[src/hdl/gpioic_pkg.sv]
package gpioic_pkg;

	// Register window byte offsets
	localparam logic [7:0] OFF_DIR  = 8'h00;
	localparam logic [7:0] OFF_OUT  = 8'h04;
	localparam logic [7:0] OFF_IN   = 8'h08;
	localparam logic [7:0] OFF_IE   = 8'h0C;
	localparam logic [7:0] OFF_IS   = 8'h10;
	localparam logic [7:0] OFF_TRIG = 8'h14;
	localparam logic [7:0] OFF_POL  = 8'h18;

	// Access kind
	localparam logic REQ_READ  = 1'b0;
	localparam logic REQ_WRITE = 1'b1;

	localparam int DATA_W = 32;
	localparam int OFF_W  = 8;

	// One bus request
	typedef struct packed {
		logic              wr;
		logic [OFF_W-1:0]  offset;
		logic [DATA_W-1:0] data;
	} req_t;

	// One bus response
	typedef struct packed {
		logic [DATA_W-1:0] read_data;
		logic              irq;
		logic              bad;
	} rsp_t;

endpackage

[src/hdl/gpioic_regs.sv]
module gpioic_regs #(
	parameter int PIN_COUNT = 32
) (
	input  logic               clk,
	input  logic               arst_n,
	input  logic               upd,
	input  gpioic_pkg::req_t   req,
	output gpioic_pkg::rsp_t   rsp
);

	logic [PIN_COUNT-1:0] dir_q, out_q, ie_q, is_q, trig_q, pol_q;
	logic [PIN_COUNT-1:0] dir_n, out_n, ie_n, is_n, trig_n, pol_n;
	logic [PIN_COUNT-1:0] val, edge_hit, level, active, rd;
	logic                 bad;

	assign val = req.data[PIN_COUNT-1:0];

	// Edge detect on the output latch for edge-triggered enabled outputs
	assign edge_hit = (((~out_q & val) & pol_q) | ((out_q & ~val) & ~pol_q))
		& ~trig_q & dir_q & ie_q;

	// Pin level after the access, used by the level update
	assign level  = out_n & dir_n;
	assign active = ~(level ^ pol_n);

	// Decode the request and form next state and read data
	always_comb begin
		dir_n  = dir_q;
		out_n  = out_q;
		ie_n   = ie_q;
		is_n   = is_q;
		trig_n = trig_q;
		pol_n  = pol_q;
		rd     = '0;
		bad    = 1'b0;
		if (req.wr == gpioic_pkg::REQ_READ) begin
			case (req.offset)
				gpioic_pkg::OFF_DIR:  rd = dir_q;
				gpioic_pkg::OFF_OUT:  rd = out_q;
				gpioic_pkg::OFF_IN:   rd = out_q & dir_q;
				gpioic_pkg::OFF_IE:   rd = ie_q;
				gpioic_pkg::OFF_IS:   rd = is_q;
				gpioic_pkg::OFF_TRIG: rd = trig_q;
				gpioic_pkg::OFF_POL:  rd = pol_q;
				default:              bad = 1'b1;
			endcase
		end else begin
			case (req.offset)
				gpioic_pkg::OFF_DIR: begin
					dir_n = val;
					is_n  = (is_q & ~trig_q) | (active & trig_q);
				end
				gpioic_pkg::OFF_OUT: begin
					out_n = val;
					is_n  = ((is_q | edge_hit) & ~trig_q) | (active & trig_q);
				end
				gpioic_pkg::OFF_IE:   ie_n   = val;
				gpioic_pkg::OFF_IS:   is_n   = is_q & ~val;
				gpioic_pkg::OFF_TRIG: trig_n = val;
				gpioic_pkg::OFF_POL:  pol_n  = val;
				default:              bad    = 1'b1;
			endcase
		end
	end

	assign rsp.read_data = gpioic_pkg::DATA_W'(rd);
	assign rsp.irq       = |(is_n & ie_n);
	assign rsp.bad       = bad;

	// Commit the new register state
	always_ff @(posedge clk or negedge arst_n) begin
		if (!arst_n) begin
			dir_q  <= '0;
			out_q  <= '0;
			ie_q   <= '0;
			is_q   <= '0;
			trig_q <= '0;
			pol_q  <= '0;
		end else if (upd) begin
			dir_q  <= dir_n;
			out_q  <= out_n;
			ie_q   <= ie_n;
			is_q   <= is_n;
			trig_q <= trig_n;
			pol_q  <= pol_n;
		end
	end

	// A status write can only clear bits
	a_is_clear_only: assert property (@(posedge clk) disable iff (!arst_n)
		upd && req.wr == gpioic_pkg::REQ_WRITE && req.offset == gpioic_pkg::OFF_IS
		|=> (is_q & ~$past(is_q)) == '0)
		else $error("status write set a bit");

	// Enable, trigger and polarity writes leave status alone
	a_cfg_keeps_is: assert property (@(posedge clk) disable iff (!arst_n)
		upd && req.wr == gpioic_pkg::REQ_WRITE &&
		(req.offset == gpioic_pkg::OFF_IE || req.offset == gpioic_pkg::OFF_TRIG ||
		 req.offset == gpioic_pkg::OFF_POL)
		|=> $stable(is_q))
		else $error("config write changed status");

	// No state moves without an accepted request
	a_idle_hold: assert property (@(posedge clk) disable iff (!arst_n)
		!upd |=> $stable(is_q) && $stable(dir_q) && $stable(out_q))
		else $error("state changed while idle");

endmodule

[src/hdl/gpio_interrupt_controller_top.sv]
// GPIO controller with edge and level interrupts, driven by register requests.
// Slave stream: one request per transfer; tuser[0] is the access kind
// (0 read, 1 write), tdata carries the byte offset and the write data.
// Master stream: one response per request, in order; tdata is the read data
// (zero on writes and bad offsets), tuser holds the interrupt level after
// the access and the bad-access flag.
// Path: an accepted request is held in the input register, its response is formed
// from it by the register block and loaded into the result register, which drives
// the master stream. Throughput: one request per cycle while the receiver keeps
// tready high.
// Reset: all registers clear to zero (all pins inputs, edge triggered, low or
// falling polarity, no interrupts enabled or pending); both stages empty.
// Stall: when the receiver holds tready low the response stays in the result
// register; one more request is taken into the input register, after which
// tready drops until the response is taken.
module gpio_interrupt_controller_top #(
	parameter int PIN_COUNT = 32
) (
	input  logic        clk,
	input  logic        arst_n,
	input  logic        s_axis_tvalid,
	output logic        s_axis_tready,
	input  logic [39:0] s_axis_tdata,  // [7:0] reg_offset, [39:8] write_data
	input  logic [0:0]  s_axis_tuser,  // [0] req_type
	output logic        m_axis_tvalid,
	input  logic        m_axis_tready,
	output logic [31:0] m_axis_tdata,  // [31:0] read_data
	output logic [1:0]  m_axis_tuser   // [0] irq_line, [1] bad_access
);

	gpioic_pkg::req_t req_s1;
	gpioic_pkg::rsp_t rsp, rsp_s2;
	logic             valid_s1, valid_s2, advance;

	// Move stage 1 forward whenever the result register is free
	assign advance       = !valid_s2 || m_axis_tready;
	assign s_axis_tready = !valid_s1 || advance;

	// Input register
	always_ff @(posedge clk or negedge arst_n) begin
		if (!arst_n) begin
			valid_s1 <= 1'b0;
		end else if (s_axis_tready) begin
			valid_s1 <= s_axis_tvalid;
		end
	end

	always_ff @(posedge clk) begin
		if (s_axis_tready && s_axis_tvalid) begin
			req_s1.wr     <= s_axis_tuser[0];
			req_s1.offset <= s_axis_tdata[7:0];
			req_s1.data   <= s_axis_tdata[39:8];
		end
	end

	gpioic_regs #(
		.PIN_COUNT(PIN_COUNT)
	) u_regs (
		.clk    (clk),
		.arst_n (arst_n),
		.upd    (valid_s1 && advance),
		.req    (req_s1),
		.rsp    (rsp)
	);

	// Result register
	always_ff @(posedge clk or negedge arst_n) begin
		if (!arst_n) begin
			valid_s2 <= 1'b0;
		end else if (advance) begin
			valid_s2 <= valid_s1;
		end
	end

	always_ff @(posedge clk) begin
		if (advance && valid_s1) begin
			rsp_s2 <= rsp;
		end
	end

	assign m_axis_tvalid   = valid_s2;
	assign m_axis_tdata    = rsp_s2.read_data;
	assign m_axis_tuser[0] = rsp_s2.irq;
	assign m_axis_tuser[1] = rsp_s2.bad;

	// A flagged access never returns data
	a_bad_zero: assert property (@(posedge clk) disable iff (!arst_n)
		valid_s2 && rsp_s2.bad |-> rsp_s2.read_data == '0)
		else $error("bad access returned data");

	// An empty result register never blocks the slave side
	a_ready_free: assert property (@(posedge clk) disable iff (!arst_n)
		!valid_s2 |-> s_axis_tready)
		else $error("ready low with empty result register");

	// A request held in stage 1 during a stall is kept intact
	a_s1_hold: assert property (@(posedge clk) disable iff (!arst_n)
		valid_s1 && !advance |=> valid_s1 && $stable(req_s1))
		else $error("stalled request lost");

endmodule
[config.mk]
export PLATFORM = sky130hd
export DESIGN_NAME = gpio_interrupt_controller_top
export DESIGN_NICKNAME = d
export VERILOG_FILES = /design/src/hdl/gpioic_pkg.sv /design/src/hdl/gpioic_regs.sv /design/src/hdl/gpio_interrupt_controller_top.sv
export SDC_FILE = /design/constraint.sdc
export NUM_CORES = 1
export LEC_CHECK = 0
export ABC_AREA = 1
export ABC_CLOCK_PERIOD_IN_PS = 3600
export BUFFER_PORTS_ARGS = -buffer_cell sky130_fd_sc_hd__buf_2
export CAP_MARGIN = 15
export CELL_PAD_IN_SITES_DETAIL_PLACEMENT = 1
export CELL_PAD_IN_SITES_GLOBAL_PLACEMENT = 2
export CORE_MARGIN = 2
export CORE_UTILIZATION = 38
export CTS_BUF_LIST = sky130_fd_sc_hd__clkbuf_4
export CTS_CLUSTER_SIZE = 40
export DETAILED_ROUTE_END_ITERATION = 12
export MAX_ROUTING_LAYER = met4
export PLACE_DENSITY_LB_ADDON = 0.1
export SLEW_MARGIN = 40
export SYNTH_ARGS = -nofsm -noshare
export SYNTH_HDL_FRONTEND = slang
export SYNTH_HIERARCHICAL = 1
export SYNTH_SLANG_ARGS = --single-unit
[constraint.sdc]
create_clock -name clk -period 3.6 [get_ports clk]
set_input_delay 0 -clock clk [delete_from_list [all_inputs] [get_ports clk]]
set_output_delay 0 -clock clk [all_outputs]
set_load 0.02 [all_outputs]
* Yosys cells after proc, flatten, opt, wreduce, memory -nomap -nowiden *
Index checks and enable logic that the tools add are counted.

word-level totals
  bits in read-only memories = 0
  RAM bits = 0
  bits in latches = 0
  input bits = 45
  flip-flop bits (word level) = 269
  memories kept = 0
  output and inout port bits = 36

cells by class
  multiplexer cells = 14
  equality and inequality tests = 6
  bitwise operators = 24
  add/subtract/negate cells = 0
  div/mod/pow operators = 0
  $mul = 0
  $lt $le $gt $ge = 0
  reductions and logical operators = 11
  shift operators = 0

operators with widths
  operator                                                         number
  32-bit bitwise AND                                               14
  32-bit two-way mux                                               9
  32-bit one-hot mux with 7 select lines                           1
  32-bit NOT                                                       5
  32-bit bitwise OR                                                4
  32-bit one-hot mux with 3 select lines                           1
  32-bit OR reduction                                              1
  32-bit bitwise XOR                                               1
  8-bit by 5-bit == test with 1-bit output, second input constant  3
  8-bit by 4-bit == test with 1-bit output, second input constant  2
  8-bit by 3-bit == test with 1-bit output, second input constant  1
  8-bit zero test                                                  1
  7-bit OR reduction                                               1
  6-bit OR reduction                                               1
  1-bit two-way mux                                                3
  3-bit AND reduction                                              1
  1-bit logical AND                                                2
  1-bit zero test                                                  2
  1-bit logical OR                                                 2

* Longest topological paths before layout *
Gate-level depths: netlist of the first run.

  depth in word-level cells = 14
  mapped depth = 18

* Hierarchy *
Netlist of the first run, hierarchy kept.

modules (own cells, without submodules)
  module                         area an instance (um^2)  cells each  instances  seq. area each (um^2)
  gpioic_regs                    12,963.7                 1,957       1          4,804.6
  gpio_interrupt_controller_top  2,347.3                  87          1          2,302.2

* Least setup slack after synthesis of the first run *
No wires, ideal clock.

  path kind = register -> register
  start = register valid_s2 (netlist: m_axis_tvalid)
  end = register u_regs.dir_q[31]
  buffers on the path = 3
  slack = 0.203 ns
  required time = 3.518 ns
  arrival time = 3.315 ns
  library setup time = 0.082 ns
  stages on the path, launching flop included = 7
  cell sequence = dfrtp_1 > a21oi_1 > clkbuf_1 > clkbuf_1 > buf_1 > nor2_1 > a31oi_1

between the ends
  word-level cells in the longest chain between the ends = 3

RTL lines
  item                      line                                 RTL
  start: declaration        gpio_interrupt_controller_top.sv:33  logic valid_s1, valid_s2, advance;
  start signal: assignment  gpio_interrupt_controller_top.sv:71  valid_s2 <= valid_s1;
  1-bit zero test           gpio_interrupt_controller_top.sv:36  assign advance = !valid_s2 || m_axis_tready;
  1-bit logical OR          gpio_interrupt_controller_top.sv:36
  1-bit logical AND         gpio_interrupt_controller_top.sv:61  .upd (valid_s1 && advance),
  end signal: assignment    gpioic_regs.sv:80                    dir_q <= dir_n;
  end: declaration          gpioic_regs.sv:11                    logic [PIN_COUNT-1:0] dir_q, out_q, ie_q, is_q, trig_q, pol_q;

No other way between the ends.
A chain may end at the register's enable or synchronous reset.

==> results of run 1 <==
cells by family (layout without fill, tap and decap cells):
family	after synthesis	after routing	share of synthesized area, %
AND/OR/NAND/NOR	924	924	25.5
other	0	2	0
buffers and inverters	319	568	8.59
flip-flops	269	269	46.4
AO/OA/AOI/OAI	532	532	19.5
where the power goes:
group,switching (W),internal [W],total [W]
logic,0.000850,0.000410,0.00126
clock network,0.00145,0.00172,0.00316
registers,0.000267,0.00348,0.00375
total,0.00256,0.00561,0.00817
critical path, stage by stage (launching register included):
cell and delay [ns]:
edfxtp_1 0.43, inv_2 0.13, nand2_1 0.10, nor2_4 0.33, nand3_4 0.22, buf_12 0.27, o21ai_0 0.35, inv_1 0.08
nand2_1 0.06, nand3_1 0.07, nand2_1 0.07, nand2_1 0.06, nand3_1 0.08, nand2_1 0.06, nor2_1 0.17, nand2_1 0.13
nor2_2 0.27, nand2_1 0.09
state kept, by name (all words and copies together), names as in the netlist:
name,flops
m_axis_tdata,32
m_axis_tvalid,1
u_regs/dir_q,32
m_axis_tuser,2
req_s1,41
u_regs/out_q,32
u_regs/is_q,32
valid_s1,1
u_regs/pol_q,32
u_regs/trig_q,32
u_regs/ie_q,32
stage by stage:
step	setup WS (ns)	instance area [sq um]	hold WS, ns
after floorplan	0.203	15300	-0.296
after global placement	0.447	16300	0.114
after detailed placement	0.354	16300	0.115
after CTS	0.314	18300	0.175
after global routing	0.0816	18300	0.207
final	0.340	18300	0.237
metal layers:
layer  routed length (microns)  track usage, %  up-vias
li1                          -               -     7351
met1                     25200            35.2     7525
met2                     26600            45.8      293
met3                      2120            5.14       96
met4                      1380            8.67        0
met5                         0               -        -
area by class of cell:
type | count | area (sq um)
Fill cell | 4991 | 21400
Sequential cell | 269 | 7110
Inverter | 208 | 782
Timing Repair Buffer | 215 | 1780
Clock buffer | 132 | 991
Antenna cell | 2 | 5.00
Tap cell | 525 | 657
Clock inverter | 13 | 76.3
Multi-Input combinational cell | 1456 | 6910
placed cells by master (no fill, tap or decap), types with 16 or more instances in the layout:
cell type      count
dlygate4sd3_1     89
a21oi_1           65
o21ai_1           16
o22ai_1           27
buf_2             79
o21ai_0          315
nor2_1           106
clkbuf_4         132
buf_4             36
nand3_1          217
a31oi_1           30
edfxtp_1          75
dfrtp_1          194
o31ai_1           30
a2111oi_0         24
inv_1            202
nand2_1          567
synthesized netlist by cell type, drive strengths merged:
cell type | number | area (sq um)
dfrtp | 194 | 4850
o31ai | 30 | 225
nor3 | 3 | 15.0
nand3 | 221 | 1140
edfxtp | 75 | 2250
clkbuf | 58 | 219
o22ai | 27 | 169
clkinv | 2 | 7.51
inv | 206 | 773
a221oi | 4 | 35.0
a2111oi | 28 | 245
o21ai | 343 | 1760
nor4 | 1 | 21.3
nand4 | 11 | 68.8
a21oi | 66 | 330
o221ai | 3 | 26.3
buf | 53 | 315
a31oi | 30 | 188
nor2 | 114 | 474
o221a | 1 | 11.3
nand2 | 574 | 2180
worst max-delay path by stage:
| stage | start | to | slack (ns) | depth (start not counted) |
|---|---|---|---|---|
| 2_1_floorplan | m_axis_tvalid | u_regs/dir_q[31] | 0.20 | 6 |
| 6_report | req_s1[34] | m_axis_tuser[0] | 0.34 | 17 |
| 3_3_place_gp | req_s1[33] | m_axis_tuser[0] | 0.45 | 17 |
| 4_1_cts | req_s1[34] | m_axis_tuser[0] | 0.31 | 17 |
| 5_1_grt | req_s1[34] | m_axis_tuser[0] | 0.08 | 17 |
| 3_5_place_dp | req_s1[34] | m_axis_tuser[0] | 0.35 | 17 |
timing repair:
action / 4_1_cts / 5_1_grt
setup endpoints to repair: 0 / 1
endpoints found under the hold margin: 357 / 0
hold buffers: 90 / 0
resized for setup: 0 / 1
==> metrics.yaml, run 1 <==
final_layout:
  finalCoreUtilization_pct: 46.1
  nets: 2278
  drive_gt1_share_pct: 13.3
  syn2layout_area_growth_pct: 19.6
  stdcell_count: 2820
die:
  die_w_microns: 205
  dieHeight_microns: 205
  ios: 81
  core-area_sq_um: 39700
  start_util_pct: 38.5
  rows: 73
  dieArea_sq_um: 41900
clock_tree:
  clk_pin_slew_ns: 0.07
  clock-root-buffer: "clkbuf_4"
  cts_htree_levels: 3
  cts_buffer_depth: 3
  cts_setup_buffers: 0
  cts_tree: "done"
  insertion_delay_ns: 0.81
  cts_buffers: 83
  clock-sinks: 269
drt:
  routedWlPerCell_microns: 19.6
  drt.antenna.violating_nets: 0
  dr.pass1.iters: 5
  wirelength_microns: 55300
  vias: 15300
  drt-vias-per-instance: 5.41
  drc: 0
  drt_iter0_drc: 833
global_route:
  track_usage_pct: 28.0
  grt_max_degree: 137
  grt_pass1_vias: 15800
  overflow: 0
  grt_pass1_wl_microns: 88500
  antenna_found_initial: 2
hold_path:
  hold_path_end: "req_s1[39]"
  min_path_type: "input pin to flop"
  worstHoldStart: "s_axis_tvalid"
  hold_path_depth: 4
timing:
  finalSetupViolations: 0
  worst_pin_slew_ns: 0.717
  slew_headroom_pct: 52.1
  hold_violations: 0
  fmax_mhz: 307
  final.setup_skew_ns: 0.0372
  fin_crit_sh_pct: 90.5
  maxSlewViolCount: 0
  fin_tns_setup_ns: 0
  min_period_ns: 3.26
  rsz0062_at_grt: "false"
synth:
  synth_cell_types: 35
  syn_area_sq_um: 15300
  syn_avg_cell_area_sq_um: 7.49
  netlist_instances: 2044
  seq_area_frac_synth_pct: 46.4
  yosysWarnings: 6
  synth_nets: 2089
  synth-seq-cells: 269
critical_path:
  critPathMaxFanout: 42
  path_class: "flop to flop"
  cp.arrival_ns: 3.79
  start_kind: "flop"
  r2r-start: "req_s1[34]"
  crit_required_ns: 4.13
  reg2reg_depth: 17
  reg2reg_slack_ns: 0.34
  cp-end-kind: "flop"
  r2r_end: "m_axis_tuser[0]"
pwr:
  ir_drop_mv: 0.279
  p_total_w: 0.00817
  leakage_nw: 7.76
  p_per_area_nw_per_um2: 446
job:
  cap_violations: 0
outcome:
  outcome: "finished clean"
place:
  dp_hpwl_microns: 33700
  port_buffers: 80
  gp_congestion: 0.831
  place_inst: 2583
No activity file was read; power rests on OpenSTA's default activity.
==> run 2, diff against run 1 <==
--- a/config.mk
+++ b/config.mk
@@ -7,7 +7,7 @@
 export LEC_CHECK = 0
 export ABC_AREA = 1
 export ABC_CLOCK_PERIOD_IN_PS = 3600
-export BUFFER_PORTS_ARGS = -buffer_cell sky130_fd_sc_hd__buf_2
+export BUFFER_PORTS_ARGS = -buffer_cell sky130_fd_sc_hd__clkbuf_2
 export CAP_MARGIN = 15
 export CELL_PAD_IN_SITES_DETAIL_PLACEMENT = 1
 export CELL_PAD_IN_SITES_GLOBAL_PLACEMENT = 2
==> run 2 against run 1 <==
Effect of this change: critical endpoint unchanged; final cell count barely moved; highest routed layer unchanged; setup slack improved by 0.092 ns; design area fell by 0.21%; largest power group unchanged; register-to-register slack improved by 0.09 ns; via count rose by 0.30%.
==> metrics.yaml, run 2 (synthesized netlist as in run 1, its figures left out) <==
place:
  gp_congestion: 0.821
  port_buffers: 80
  place_inst: 2580
  dp_hpwl_microns: 34600
critical_path:
  cpMostUsedCell: "nand2_1"
  crit_slowest_cell: "edfxtp_1"
  cp.arrival_ns: 3.72
  crit_required_ns: 4.15
  path_buf_inv: 3
  cp_cell_sequence: "inv_2 > nand2_1 > nor2_4 > nand3_4 > buf_12 > o21ai_0 > inv_1 > nand2_1 > nand3_1 > nand2_1 > nand2_1 > nand3_1 > nand2_1 > nor2_1 > nand2_1 > nor2_1 > nand2_1"
  start_kind: "flop"
  cp-end-kind: "flop"
  critPathMaxFanout: 41
  critPathTopFamily: "simple AND/OR/NAND/NOR gates"
  path_class: "flop to flop"
  cp_slowest_stage_delay_ns: 0.43
  startpoint: "req_s1[34]"
  r2r-start: "req_s1[34]"
timing:
  fin_crit_sh_pct: 88.0
  hold_violations: 0
  finalSetupViolations: 0
  slew_headroom_pct: 46.3
  final.setup_skew_ns: 0.0350
  rsz0062_at_grt: "false"
  min_period_ns: 3.17
  fmax_mhz: 316
  fin_tns_setup_ns: 0
  maxSlewViolCount: 0
  worst_pin_slew_ns: 0.806
drt:
  drt-vias-per-instance: 5.43
  wirelength_microns: 56300
  routedWlPerCell_microns: 20.0
  vias: 15300
  dr.pass1.iters: 7
  drc: 0
  drt.antenna.violating_nets: 0
  drt_iter0_drc: 742
job:
  cap_violations: 0
final_layout:
  drive_gt1_share_pct: 12.6
  top_register: "req_s1"
  layout_common_cells: "nand2_1, o21ai_0, nand3_1, inv_1, dfrtp_1"
  largest_reg_flops: 41
  syn2layout_area_growth_pct: 19.3
  stdcell_count: 2822
  final_common_cell: "nand2_1"
  finalCoreUtilization_pct: 46.0
  nets: 2273
clock_tree:
  clk_pin_slew_ns: 0.07
  cts_setup_buffers: 0
  clock-sinks: 269
  clock-root-buffer: "clkbuf_4"
  cts_buffer_depth: 3
  insertion_delay_ns: 0.82
  cts_buffers: 81
  cts_tree: "done"
  cts_htree_levels: 3
global_route:
  grt_max_degree: 103
  antenna_found_initial: 3
  overflow: 0
  grt_pass1_vias: 15800
  track_usage_pct: 28.4
  grt_pass1_wl_microns: 88900
pwr:
  p_per_area_nw_per_um2: 441
  ir_drop_mv: 0.261
  leakage_nw: 7.74
die:
  ios: 81
  rows: 73
  dieHeight_microns: 205
  core-area_sq_um: 39700
  dieArea_sq_um: 41900
  start_util_pct: 38.5
  die_w_microns: 205
outcome:
  outcome: "finished clean"
hold_path:
  min_path_type: "input pin to async pin"
## run 2: metal layers
metal	vias to the layer above	track usage [%]	part of all wire, %
li1	7336	-	-
met1	7491	35.1	44
met2	363	46.3	48
met3	121	5.44	4.9
met4	0	9.96	3.1
met5	-	-	0
## run 2: power by group
group	leakage (nW)	internal [W]	switching, W
clock network	0.625	0.00158	0.00146
logic	3.84	0.000410	0.000854
registers	3.28	0.00348	0.000272
## run 2: cell type report
cell class / instances / area (sq um)
antenna: 3 / 7.51
tap: 525 / 657
timing repair buffer: 212 / 1780
clock inverter: 24 / 93.8
clock buffer: 125 / 938
sequential: 269 / 7110
inverter: 208 / 781
multi-input combinational: 1456 / 6910
fill: 4967 / 21500
## run 2: through the flow
| step | hold WS (ns) | setup WS (ns) | area [sq um] | power (W) |
|---|---|---|---|---|
| 5_1_grt | 0.375 | 0.133 | 18300 | 0.00857 |
| 6_report | 0.419 | 0.432 | 18300 | 0.00806 |
| 3_5_place_dp | 0.000529 | 0.436 | 16300 | 0.00499 |
| 3_3_place_gp | 0.157 | 0.440 | 16300 | 0.00493 |
| 2_1_floorplan | -0.296 | 0.203 | 15300 | 0.00455 |
| 4_1_cts | 0.360 | 0.417 | 18300 | 0.00817 |
## run 2: final timing paths
path / slack [ns] / cells past startpoint / end
worst min register to register: 0.55 / 2 / u_regs/trig_q[17]
worst max register to register: 0.43 / 17 / m_axis_tuser[0]
worst min-delay path: 0.42 / 4 / u_regs/pol_q[4]
max in group asynchronous: 2.70 / 4 / u_regs/dir_q[21]
worst max-delay path: 0.43 / 17 / m_axis_tuser[0]
min in group clk: 0.43 / 3 / req_s1[7]
## run 2: worst reg2reg max path: stages, from the launching register on
cell and delay (ns):
edfxtp_1 0.43, inv_2 0.11, nand2_1 0.09, nor2_4 0.31, nand3_4 0.26, buf_12 0.28
o21ai_0 0.34, inv_1 0.07, nand2_1 0.06, nand3_1 0.07, nand2_1 0.07, nand2_1 0.06
nand3_1 0.07, nand2_1 0.05, nor2_1 0.14, nand2_1 0.12, nor2_1 0.29, nand2_1 0.08
## run 2: repair_timing
action	in CTS	in global routing
gates resized for setup	0	0
hold endpoints to repair	276	0
setup endpoints to repair	0	0
hold buffers	90	0
